$ cat src/sv/fatan2_pkg.sv
package fatan2_pkg;

    localparam int SAMPLE_WIDTH = 16;
    localparam int MAG_W        = SAMPLE_WIDTH;
    localparam int S_TDATA_W    = ((2 * SAMPLE_WIDTH + 7) / 8) * 8;
    localparam int ANGLE_W      = 16;
    localparam int M_TDATA_W    = ((ANGLE_W + 7) / 8) * 8;

    // ratio magnitude, Q1.15 in 0..32768
    localparam int Q_W   = 16;
    // approximation magnitude, Q1.13 in 0..8192
    localparam int A_W   = 14;
    // 1 + 0.28 r^2, Q1.15 in 32768..41943
    localparam int DEN_W = 16;
    localparam int COEF_W = 14;

    localparam logic [COEF_W-1:0]         COEF_Q15    = 14'd9175;
    localparam logic [DEN_W-1:0]          ONE_Q15     = 16'd32768;
    localparam logic signed [ANGLE_W-1:0] PI_Q13      = 16'sd25736;
    localparam logic signed [ANGLE_W-1:0] HALF_PI_Q13 = 16'sd12868;

    // pipeline stage numbers
    localparam int ST_IN  = 1;
    localparam int ST_MAG = 2;
    localparam int ST_SEL = 3;
    localparam int ST_D1E = ST_SEL + Q_W;
    localparam int ST_SQ  = ST_D1E + 1;
    localparam int ST_CP  = ST_SQ + 1;
    localparam int ST_DEN = ST_CP + 1;
    localparam int ST_D2E = ST_DEN + A_W;
    localparam int ST_SGN = ST_D2E + 1;
    localparam int ST_SUM = ST_SGN + 1;

    typedef struct packed {
        logic xneg;
        logic yneg;
        logic xzero;
        logic yzero;
        logic br1;   // |y| < |x|: ratio is y/x
        logic rneg;  // ratio is negative
    } fa2_ctl_t;

endpackage

$ cat src/sv/fast_atan2_phase_unit.sv
// Throughput: one item per cycle unless stalled; 16 restoring divide stages for the ratio and 14 for
// the approximation, one quotient bit per stage, plus two multiply stages.
// Stalls: freezes only when the last stage and output register hold items and m_tready is low.
// Reset: aresetn synchronous, active low; clears the valid bits, pipeline empties.
module fast_atan2_phase_unit
    import fatan2_pkg::*;
(
    input  logic                 aclk,
    input  logic                 aresetn,
    input  logic                 s_tvalid,
    output logic                 s_tready,
    input  logic [S_TDATA_W-1:0] s_tdata,   // x_in, y_in
    output logic                 m_tvalid,
    input  logic                 m_tready,
    output logic [M_TDATA_W-1:0] m_tdata    // angle
);

    logic                      adv;
    logic [ST_SUM:ST_IN]       vld_reg;
    fa2_ctl_t                  ctl_reg [ST_MAG:ST_D2E];

    logic [SAMPLE_WIDTH-1:0]   x_reg, y_reg;
    logic [MAG_W-1:0]          ax_reg, ay_reg;
    fa2_ctl_t                  ctl_mag_next, ctl_sel_next;
    logic [MAG_W-1:0]          ax_next, ay_next;

    logic [MAG_W-1:0]          d1_rem_reg [0:Q_W-1];
    logic [MAG_W-1:0]          d1_den_reg [0:Q_W-1];
    logic [Q_W-1:0]            d1_q_reg   [1:Q_W];

    logic [2*Q_W-1:0]          sq_prod;
    logic [Q_W-1:0]            sq_reg, q_sq_reg, q_cp_reg;
    logic [COEF_W+Q_W-1:0]     cp_prod;
    logic [COEF_W-1:0]         cpsh_reg;

    logic [DEN_W-1:0]          d2_rem_reg [0:A_W-1];
    logic [DEN_W-1:0]          d2_den_reg [0:A_W-1];
    logic [A_W-1:0]            d2_q_reg   [1:A_W];

    logic                      neg_sel;
    logic signed [ANGLE_W-1:0] t_next, off_next;
    logic signed [ANGLE_W-1:0] t_reg, off_reg, sum_reg;

    logic                      m_tvalid_reg;
    logic [ANGLE_W-1:0]        m_angle_reg;

    assign adv      = ~vld_reg[ST_SUM] | ~m_tvalid_reg | m_tready;
    assign s_tready = adv;
    assign m_tvalid = m_tvalid_reg;
    assign m_tdata  = M_TDATA_W'(m_angle_reg);

    // valid bits
    always_ff @(posedge aclk) begin
        if (!aresetn) begin
            vld_reg <= '0;
        end else if (adv) begin
            vld_reg <= {vld_reg[ST_SUM-1:ST_IN], s_tvalid};
        end
    end

    // input, magnitudes, branch select
    always_comb begin
        ax_next = x_reg[SAMPLE_WIDTH-1] ? (~x_reg + 1'b1) : x_reg;
        ay_next = y_reg[SAMPLE_WIDTH-1] ? (~y_reg + 1'b1) : y_reg;
        ctl_mag_next.xneg  = x_reg[SAMPLE_WIDTH-1];
        ctl_mag_next.yneg  = y_reg[SAMPLE_WIDTH-1];
        ctl_mag_next.xzero = (x_reg == '0);
        ctl_mag_next.yzero = (y_reg == '0);
        ctl_mag_next.br1   = 1'b0;
        ctl_mag_next.rneg  = x_reg[SAMPLE_WIDTH-1] ^ y_reg[SAMPLE_WIDTH-1];
        ctl_sel_next       = ctl_reg[ST_MAG];
        ctl_sel_next.br1   = (ay_reg < ax_reg);
    end

    always_ff @(posedge aclk) begin
        if (adv) begin
            x_reg            <= s_tdata[SAMPLE_WIDTH-1:0];
            y_reg            <= s_tdata[2*SAMPLE_WIDTH-1:SAMPLE_WIDTH];
            ax_reg           <= ax_next;
            ay_reg           <= ay_next;
            ctl_reg[ST_MAG]  <= ctl_mag_next;
            ctl_reg[ST_SEL]  <= ctl_sel_next;
            d1_rem_reg[0]    <= ctl_sel_next.br1 ? ay_reg : ax_reg;
            d1_den_reg[0]    <= ctl_sel_next.br1 ? ax_reg : ay_reg;
        end
    end

    genvar k;
    for (k = ST_SEL + 1; k <= ST_D2E; k++) begin : g_ctl
        always_ff @(posedge aclk) begin
            if (adv) begin
                ctl_reg[k] <= ctl_reg[k-1];
            end
        end
    end

    // ratio divider: floor(num * 2^15 / den), num <= den, MSB first
    for (k = 0; k < Q_W; k++) begin : g_div1
        logic [MAG_W:0]   trial;
        logic [MAG_W:0]   diff;
        logic [Q_W-1:0]   q_prev;
        if (k == 0) begin : g_first
            assign trial  = {1'b0, d1_rem_reg[k]};
            assign q_prev = '0;
        end else begin : g_rest
            assign trial  = {d1_rem_reg[k], 1'b0};
            assign q_prev = d1_q_reg[k];
        end
        assign diff = trial - {1'b0, d1_den_reg[k]};
        always_ff @(posedge aclk) begin
            if (adv) begin
                d1_q_reg[k+1] <= {q_prev[Q_W-2:0], ~diff[MAG_W]};
            end
        end
        if (k < Q_W - 1) begin : g_carry
            always_ff @(posedge aclk) begin
                if (adv) begin
                    d1_den_reg[k+1] <= d1_den_reg[k];
                    d1_rem_reg[k+1] <= diff[MAG_W] ? trial[MAG_W-1:0] : diff[MAG_W-1:0];
                end
            end
        end
    end

    // denominator: 1 + 0.28 r^2
    assign sq_prod = (2*Q_W)'(d1_q_reg[Q_W]) * (2*Q_W)'(d1_q_reg[Q_W]);
    assign cp_prod = (COEF_W+Q_W)'(COEF_Q15) * (COEF_W+Q_W)'(sq_reg);

    always_ff @(posedge aclk) begin
        if (adv) begin
            sq_reg        <= sq_prod[2*Q_W-2:Q_W-1];
            q_sq_reg      <= d1_q_reg[Q_W];
            cpsh_reg      <= cp_prod[COEF_W+Q_W-2:Q_W-1];
            q_cp_reg      <= q_sq_reg;
            d2_rem_reg[0] <= q_cp_reg;
            d2_den_reg[0] <= ONE_Q15 + {{(DEN_W-COEF_W){1'b0}}, cpsh_reg};
        end
    end

    // approximation divider: floor(r * 2^13 / denom), r <= denom
    for (k = 0; k < A_W; k++) begin : g_div2
        logic [DEN_W+1:0] trial;
        logic [DEN_W+1:0] diff;
        logic [A_W-1:0]   q_prev;
        if (k == 0) begin : g_first
            assign trial  = {2'b00, d2_rem_reg[k]};
            assign q_prev = '0;
        end else begin : g_rest
            assign trial  = {1'b0, d2_rem_reg[k], 1'b0};
            assign q_prev = d2_q_reg[k];
        end
        assign diff = trial - {2'b00, d2_den_reg[k]};
        always_ff @(posedge aclk) begin
            if (adv) begin
                d2_q_reg[k+1] <= {q_prev[A_W-2:0], ~diff[DEN_W+1]};
            end
        end
        if (k < A_W - 1) begin : g_carry
            always_ff @(posedge aclk) begin
                if (adv) begin
                    d2_den_reg[k+1] <= d2_den_reg[k];
                    d2_rem_reg[k+1] <= diff[DEN_W+1] ? trial[DEN_W-1:0] : diff[DEN_W-1:0];
                end
            end
        end
    end

    // quadrant: zero x gives 0 or +-pi/2; br1 gives +-a + off, otherwise pi/2 - (+-a) - (y<0 ? pi : 0)
    always_comb begin
        neg_sel = ctl_reg[ST_D2E].br1 ? ctl_reg[ST_D2E].rneg : ~ctl_reg[ST_D2E].rneg;
        t_next  = neg_sel ? -$signed({{(ANGLE_W-A_W){1'b0}}, d2_q_reg[A_W]})
                          :  $signed({{(ANGLE_W-A_W){1'b0}}, d2_q_reg[A_W]});
        if (ctl_reg[ST_D2E].xzero) begin
            t_next = '0;
        end
        priority if (ctl_reg[ST_D2E].xzero) begin
            if (ctl_reg[ST_D2E].yzero) begin
                off_next = '0;
            end else begin
                off_next = ctl_reg[ST_D2E].yneg ? -HALF_PI_Q13 : HALF_PI_Q13;
            end
        end else if (ctl_reg[ST_D2E].br1) begin
            if (ctl_reg[ST_D2E].xneg) begin
                off_next = ctl_reg[ST_D2E].yneg ? -PI_Q13 : PI_Q13;
            end else begin
                off_next = '0;
            end
        end else begin
            off_next = ctl_reg[ST_D2E].yneg ? (HALF_PI_Q13 - PI_Q13) : HALF_PI_Q13;
        end
    end

    always_ff @(posedge aclk) begin
        if (adv) begin
            t_reg   <= t_next;
            off_reg <= off_next;
            sum_reg <= t_reg + off_reg;
        end
    end

    // output register: a waiting item stays until taken
    always_ff @(posedge aclk) begin
        if (!aresetn) begin
            m_tvalid_reg <= 1'b0;
        end else if (!m_tvalid_reg || m_tready) begin
            m_tvalid_reg <= vld_reg[ST_SUM];
        end
    end

    always_ff @(posedge aclk) begin
        if (adv && vld_reg[ST_SUM]) begin
            m_angle_reg <= sum_reg;
        end
    end

`ifndef SYNTHESIS
    a_angle_range: assert property (@(posedge aclk) disable iff (!aresetn)
        m_tvalid |-> ($signed(m_tdata[ANGLE_W-1:0]) <= PI_Q13 &&
                      $signed(m_tdata[ANGLE_W-1:0]) >= -PI_Q13))
        else $error("angle out of range");

    a_stall_cause: assert property (@(posedge aclk) disable iff (!aresetn)
        !s_tready |-> (m_tvalid && !m_tready && vld_reg[ST_SUM]))
        else $error("input stalled without a blocked output");

    // zero x divides zero by |y|, or by zero if y is zero; that quotient is discarded
    a_ratio_max: assert property (@(posedge aclk) disable iff (!aresetn)
        (vld_reg[ST_D1E] && !ctl_reg[ST_D1E].xzero) |-> (d1_q_reg[Q_W] <= ONE_Q15))
        else $error("ratio exceeds one");

    a_approx_max: assert property (@(posedge aclk) disable iff (!aresetn)
        (vld_reg[ST_D2E] && !ctl_reg[ST_D2E].xzero) |-> (d2_q_reg[A_W] <= A_W'(8192)))
        else $error("approximation exceeds one");
`endif

endmodule
$ cat config.mk
export PLATFORM = sky130hd
export DESIGN_NAME = fast_atan2_phase_unit
export DESIGN_NICKNAME = d
export VERILOG_FILES = /design/src/sv/fatan2_pkg.sv /design/src/sv/fast_atan2_phase_unit.sv
export SDC_FILE = /design/constraint.sdc
export NUM_CORES = 2
export LEC_CHECK = 0
export ABC_AREA = 1
export BUFFER_PORTS_ARGS = -buffer_cell sky130_fd_sc_hd__buf_4
export CAP_MARGIN = 10
export CORE_ASPECT_RATIO = 1.25
export CORE_MARGIN = 1.5
export CORE_UTILIZATION = 67
export DETAILED_ROUTE_END_ITERATION = 6
export GPL_TIMING_DRIVEN = 0
export PLACE_DENSITY_LB_ADDON = 0.2
export SLEW_MARGIN = 5
export SYNTH_ARGS = -nofsm -noshare
export SYNTH_HDL_FRONTEND = slang
export SYNTH_SLANG_ARGS = --single-unit
$ cat constraint.sdc
create_clock -name aclk -period 109.5 [get_ports aclk]
set_input_delay 5.475 -clock aclk [delete_from_list [all_inputs] [get_ports aclk]]
set_output_delay 5.475 -clock aclk [all_outputs]
set_load 0.03 [all_outputs]
* Yosys cells after proc, flatten, opt, wreduce, memory -nomap -nowiden
Memory sizes are Yosys's and may differ from the RTL's.
Index checks and enable logic that the tools add are counted.
Widths: inputs -> output; s select.
** Storage, ports and cells
- Output and inout bits :: 18
- Input port bits :: 36
- Bits in writable memories :: 1622
- Flip-flop bits (word level) :: 229
- Memories :: 7
- Word-level logic and storage cells :: 149
** Operators by class
- Bitwise logic cells :: 39
- Multipliers :: 2
- $add $sub $neg :: 35
- Reductions and logical operators :: 6
- Magnitude comparators :: 1
- Muxes and demuxes :: 42
** Memory list
- d1_den_reg :: words 16, bits a word 16, read ports 16, clocked after memory_dff 0, write ports 16, RTL line fast_atan2_phase_unit.sv:28 : logic [MAG_W-1:0] d1_den_reg [0:Q_W-1];
- d1_q_reg :: words 16, bits a word 16, read ports 16, clocked after memory_dff 0, write ports 16, RTL line fast_atan2_phase_unit.sv:29 : logic [Q_W-1:0] d1_q_reg [1:Q_W];
- d1_rem_reg :: words 16, bits a word 16, read ports 16, clocked after memory_dff 0, write ports 16, RTL line fast_atan2_phase_unit.sv:27 : logic [MAG_W-1:0] d1_rem_reg [0:Q_W-1];
- d2_den_reg :: words 14, bits a word 16, read ports 14, clocked after memory_dff 0, write ports 14, RTL line fast_atan2_phase_unit.sv:37 : logic [DEN_W-1:0] d2_den_reg [0:A_W-1];
- d2_rem_reg :: words 14, bits a word 16, read ports 14, clocked after memory_dff 0, write ports 14, RTL line fast_atan2_phase_unit.sv:36 : logic [DEN_W-1:0] d2_rem_reg [0:A_W-1];
- ctl_reg :: words 35, bits a word 6, read ports 35, clocked after memory_dff 0, write ports 35, RTL line fast_atan2_phase_unit.sv:20 : fa2_ctl_t ctl_reg [ST_MAG:ST_D2E];
- 1 more memories
** Operator list (number)
- $mux 16 :: 36
- $sub 17x16->17 :: 15
- $sub 17x16->18 :: 13
- $not 1->1 :: 34
- $sub 16x16->17 :: 2
- $add 16x1->16 const B :: 2
- $logic_not 16->1 :: 2
- $not 16->16 :: 2
- $mul 16x16->31 :: 1
- $mux 15 :: 2
- $mul 14x16->29 const A :: 1
- $add 16x14->16 const A :: 1
- $add 16x16->16 :: 1
- $lt 16x16->1 :: 1
- $neg 14->16 :: 1
- $mux 14 :: 1
- $mux 1 :: 3
- $or 1x1->1 :: 2
- $reduce_or 2->1 :: 1
- $logic_and 1x1->1 :: 1
- $logic_not 1->1 :: 1
- $logic_or 1x1->1 :: 1
- $xor 1x1->1 :: 1

* Depth between registers and ports, before layout
- Depth in word-level cells :: 5
- Mapped depth :: 27
- Gate-level depth less buffers :: 25

* Least setup slack after synthesis
Ideal clock, no wire load.
- Path type :: input-to-output
- Start :: input port m_tready
- End :: output port s_tready
- Data arrival time :: 47.833 ns
- Data required time :: 104.025 ns
- Path slack :: 56.192 ns
- Stages on the path :: 5
- Path buffers :: 1
- Cells stage by stage :: inv_1 -> nand2_1 -> nor2_1 -> inv_1 -> clkbuf_1
** On the way
- Word-level cells in the longest chain between the ends :: 1
** Ends and longest elaborated chain
- from (decl) :: RTL line fast_atan2_phase_unit.sv:14 : input logic m_tready,
- $or 1x1->1 :: RTL line fast_atan2_phase_unit.sv:47 : assign adv = ~vld_reg[ST_SUM] | ~m_tvalid_reg | m_tready;
- to (decl) :: RTL line fast_atan2_phase_unit.sv:11 : output logic s_tready,
Every way passes these cells.

* Worst setup path in the final report
Ends and elaborated chain as after synthesis.

==> reports/results.txt <==
Outcome - completed
Clock Sinks - 1601
Dpl ws - 94.92 ns
Syn Inst Count - 10800
CTS Hold Bufs - 0
H-tree depth - 4
Crit path buffers/inverters - 12
Reg2reg path depth - 20
Origin of the worst setup path - m_tready
Initial drt markers - 5048
Vias in the first global route - 70100
Max Fclk - 68.5 MHz
Post-route DRC - 0
Final wirelength - 217 mm
Crit path max-delay family - buffers and inverters
Reg-to-reg startpoint - d1_q_reg[0][259]$_DFFE_PN_
DIE AREA - 0.148 mm2
First-pass GRT wire length - 347 mm
Largest net degree at the start of global routing - 77
RSZ-0062 raised after global routing - false
CTS buffer count - 156
Area growth, synth to finish - 8.66%
Synth warnings - 0
Final Hold Viols - 0
Slowest stage delay, CP - 0.47 ns
Layout cells sized above 1 - 4.75%
Clk_lat worst skew - 0.82 ns
Worst path slowest cell - clkbuf_4
Synthesized flop and latch total - 1601
I/O Pins - 54
Number of I/O port buffers - 52
Clk buf depth - 3
Core area - 0.144 mm2
Critical path launch point type - input pin
Clock transition at path regs - 0.06 ns
Worst setup path end - s_tready
ANT nets after route - 0
Via Count - 70400
Number of synthesized flops with an enable pin - 1562
DP HPWL - 166 mm
Setup CP Type - in2out
Worst EP required - 104.03 ns
Initial Utilization - 67.4%
Grt ovf - 0
Row cnt - 156
Post-CTS setup buffer count - 0
Cell area after placement - 0.101 mm2
CTS tree - yes
First-pass detailed-route iteration total - 6
Clock root cell - clkbuf_16
Cell taking the most area after synthesis - edfxtp_1
Vias per Instance - 5.37
Most frequent CP cell - buf_16
Crit-path cells - buf_4 > inv_1 > nand2_1 > nor2_1 > inv_1 > clkbuf_4 > buf_16 > buf_16 > buf_16 > buf_16 > buf_16 > buf_16 > buf_16 > buf_4
Ys flop type - edfxtp_1
Routability Congestion - 0.917
GR Util All Layers - 29.8%
# Max-Cap Violations - 0
Setup_tns - 0 ns
Net Count, Synth - 11800
Max Transition Viols Final - 0
Die Y - 429 um
Final Instance Area - 0.106 mm2
Worst min-delay path class - reg2reg
Initial antenna violation count - 2
Syn Area/Cell - 8.98 um2
Worst Path Arrival - 9.13 ns
WL/cell - 16.6 um
Post_cts resized - 0
Relative slew slack - 40.9%
WP depth - 14
Cell variety after synth - 41
FF-to-FF setup slack - 102.79 ns
Final Cycle Share - 13.3%
Cell area after synthesis - 0.0974 mm2
Seq/Total Area, Yosys - 49.0%
Layout Nets - 12100
Die width - 344 um
Async SR Flop Fraction - 0%
Setup WS post-layout - 94.89 ns
Final min period - 14.61 ns
Setup violators final - 0
Layout Skew - 0.0309 ns
CP Max Fanout - 70
Reg-to-reg endpoint - sq_reg[6]$_DFFE_PN_
Worst Tran Pin Value - 0.886 ns
Area share of the largest cell type after synthesis - 48.2%
Setup crit end kind - output pin
Top cells by area, synth - edfxtp_1, nand2_1, ha_1, inv_1, fa_1
-- area by class of cell --
cell class / count / area, um2
plain buffers: 116 / 847
well taps: 1896 / 2370
repair buffers: 78 / 1060
multi-input cells: 6981 / 40800
fillers: 10400 / 38600
clock inverters: 102 / 983
flip-flops and latches: 1601 / 47700
inverters: 2149 / 8070
clock buffers: 186 / 4020
diodes: 1 / 2.50
-- worst min-delay path by stage --
stage / start / endpoint / slack [ns] / cells after the start
after CTS: cpsh_reg[12]$_DFFE_PN_ / d2_den_reg[0][12]$_DFFE_PN_ / 0.40 / 0
after global routing: ctl_reg[0][87]$_DFFE_PN_ / ctl_reg[0][93]$_DFFE_PN_ / 0.42 / 0
after global placement: ctl_reg[0][118]$_DFFE_PN_ / ctl_reg[0][124]$_DFFE_PN_ / 0.40 / 0
final: cpsh_reg[12]$_DFFE_PN_ / d2_den_reg[0][12]$_DFFE_PN_ / 0.40 / 0
after detailed placement: ctl_reg[0][125]$_DFFE_PN_ / ctl_reg[0][131]$_DFFE_PN_ / 0.40 / 0
after floorplan: ctl_reg[0][94]$_DFFE_PN_ / ctl_reg[0][100]$_DFFE_PN_ / 0.40 / 0
-- cells in the mapped netlist, types with 39 or more instances --
master and n:
nor3_1 72, buf_6 47, a21oi_1 390, nand4_1 72, o21ai_2 59, fa_1 277, ha_1 668, edfxtp_1 1562
xnor2_1 106, nor2_1 515, nand2_1 3617, dfxtp_1 39, nand3_1 655, xor2_1 153, o21ai_0 142, and2_1 66
clkbuf_1 45, inv_1 2135
-- per-layer routing --
layer  vias to the layer above  track usage (%)  wire [um]
met2                      1921             54.2     113000
met1                     32800             34.0      83700
li1                      35000                -          -
met3                       659             4.16       9850
met4                         2             14.4      10800
met5                         -                0          9
-- kinds of logic (layout without fill, tap and decap cells) --
| family | Yosys count | in the layout | share of synthesized area [%] |
|---|---|---|---|
| xor gates and xnor gates | 259 | 259 | 2.33 |
| AOI/OAI and AO/OA | 652 | 652 | 3.70 |
| other | 0 | 1 | 0 |
| adders and majority gates | 945 | 945 | 14.3 |
| buffers and inverters | 2265 | 2631 | 9.15 |
| and+or+nand+nor | 5125 | 5125 | 21.6 |
| DFF | 1601 | 1601 | 49.0 |
-- cell usage in the layout, fill, tap and decap left out, types with 29 or more instances in the layout --
| cell type | count |
|---|---|
| nand2_1 | 3617 |
| inv_1 | 2135 |
| edfxtp_1 | 1562 |
| ha_1 | 668 |
| nand3_1 | 655 |
| nor2_1 | 515 |
| a21oi_1 | 390 |
| fa_1 | 277 |
| clkbuf_16 | 156 |
| xor2_1 | 153 |
| o21ai_0 | 142 |
| xnor2_1 | 106 |
| clkbuf_1 | 74 |
| nand4_1 | 72 |
| nor3_1 | 72 |
| and2_1 | 66 |
| buf_4 | 64 |
| o21ai_2 | 59 |
| buf_6 | 47 |
| dfxtp_1 | 39 |
| nand3b_1 | 36 |
| clkinv_2 | 29 |
-- per-stage QoR --
step	hold WS, ns	utilization [%]	std cells
global placement	0.400	69.3	12800
floorplan	0.400	-	10800
CTS	0.403	73.3	13100
global route	0.417	73.3	13100
finish	0.402	73.3	13100
detailed placement	0.405	69.8	12800
Power is left out: the tool's default activity adds up to more than one toggle a clock period on the data nets, which glitch-free logic cannot reach.
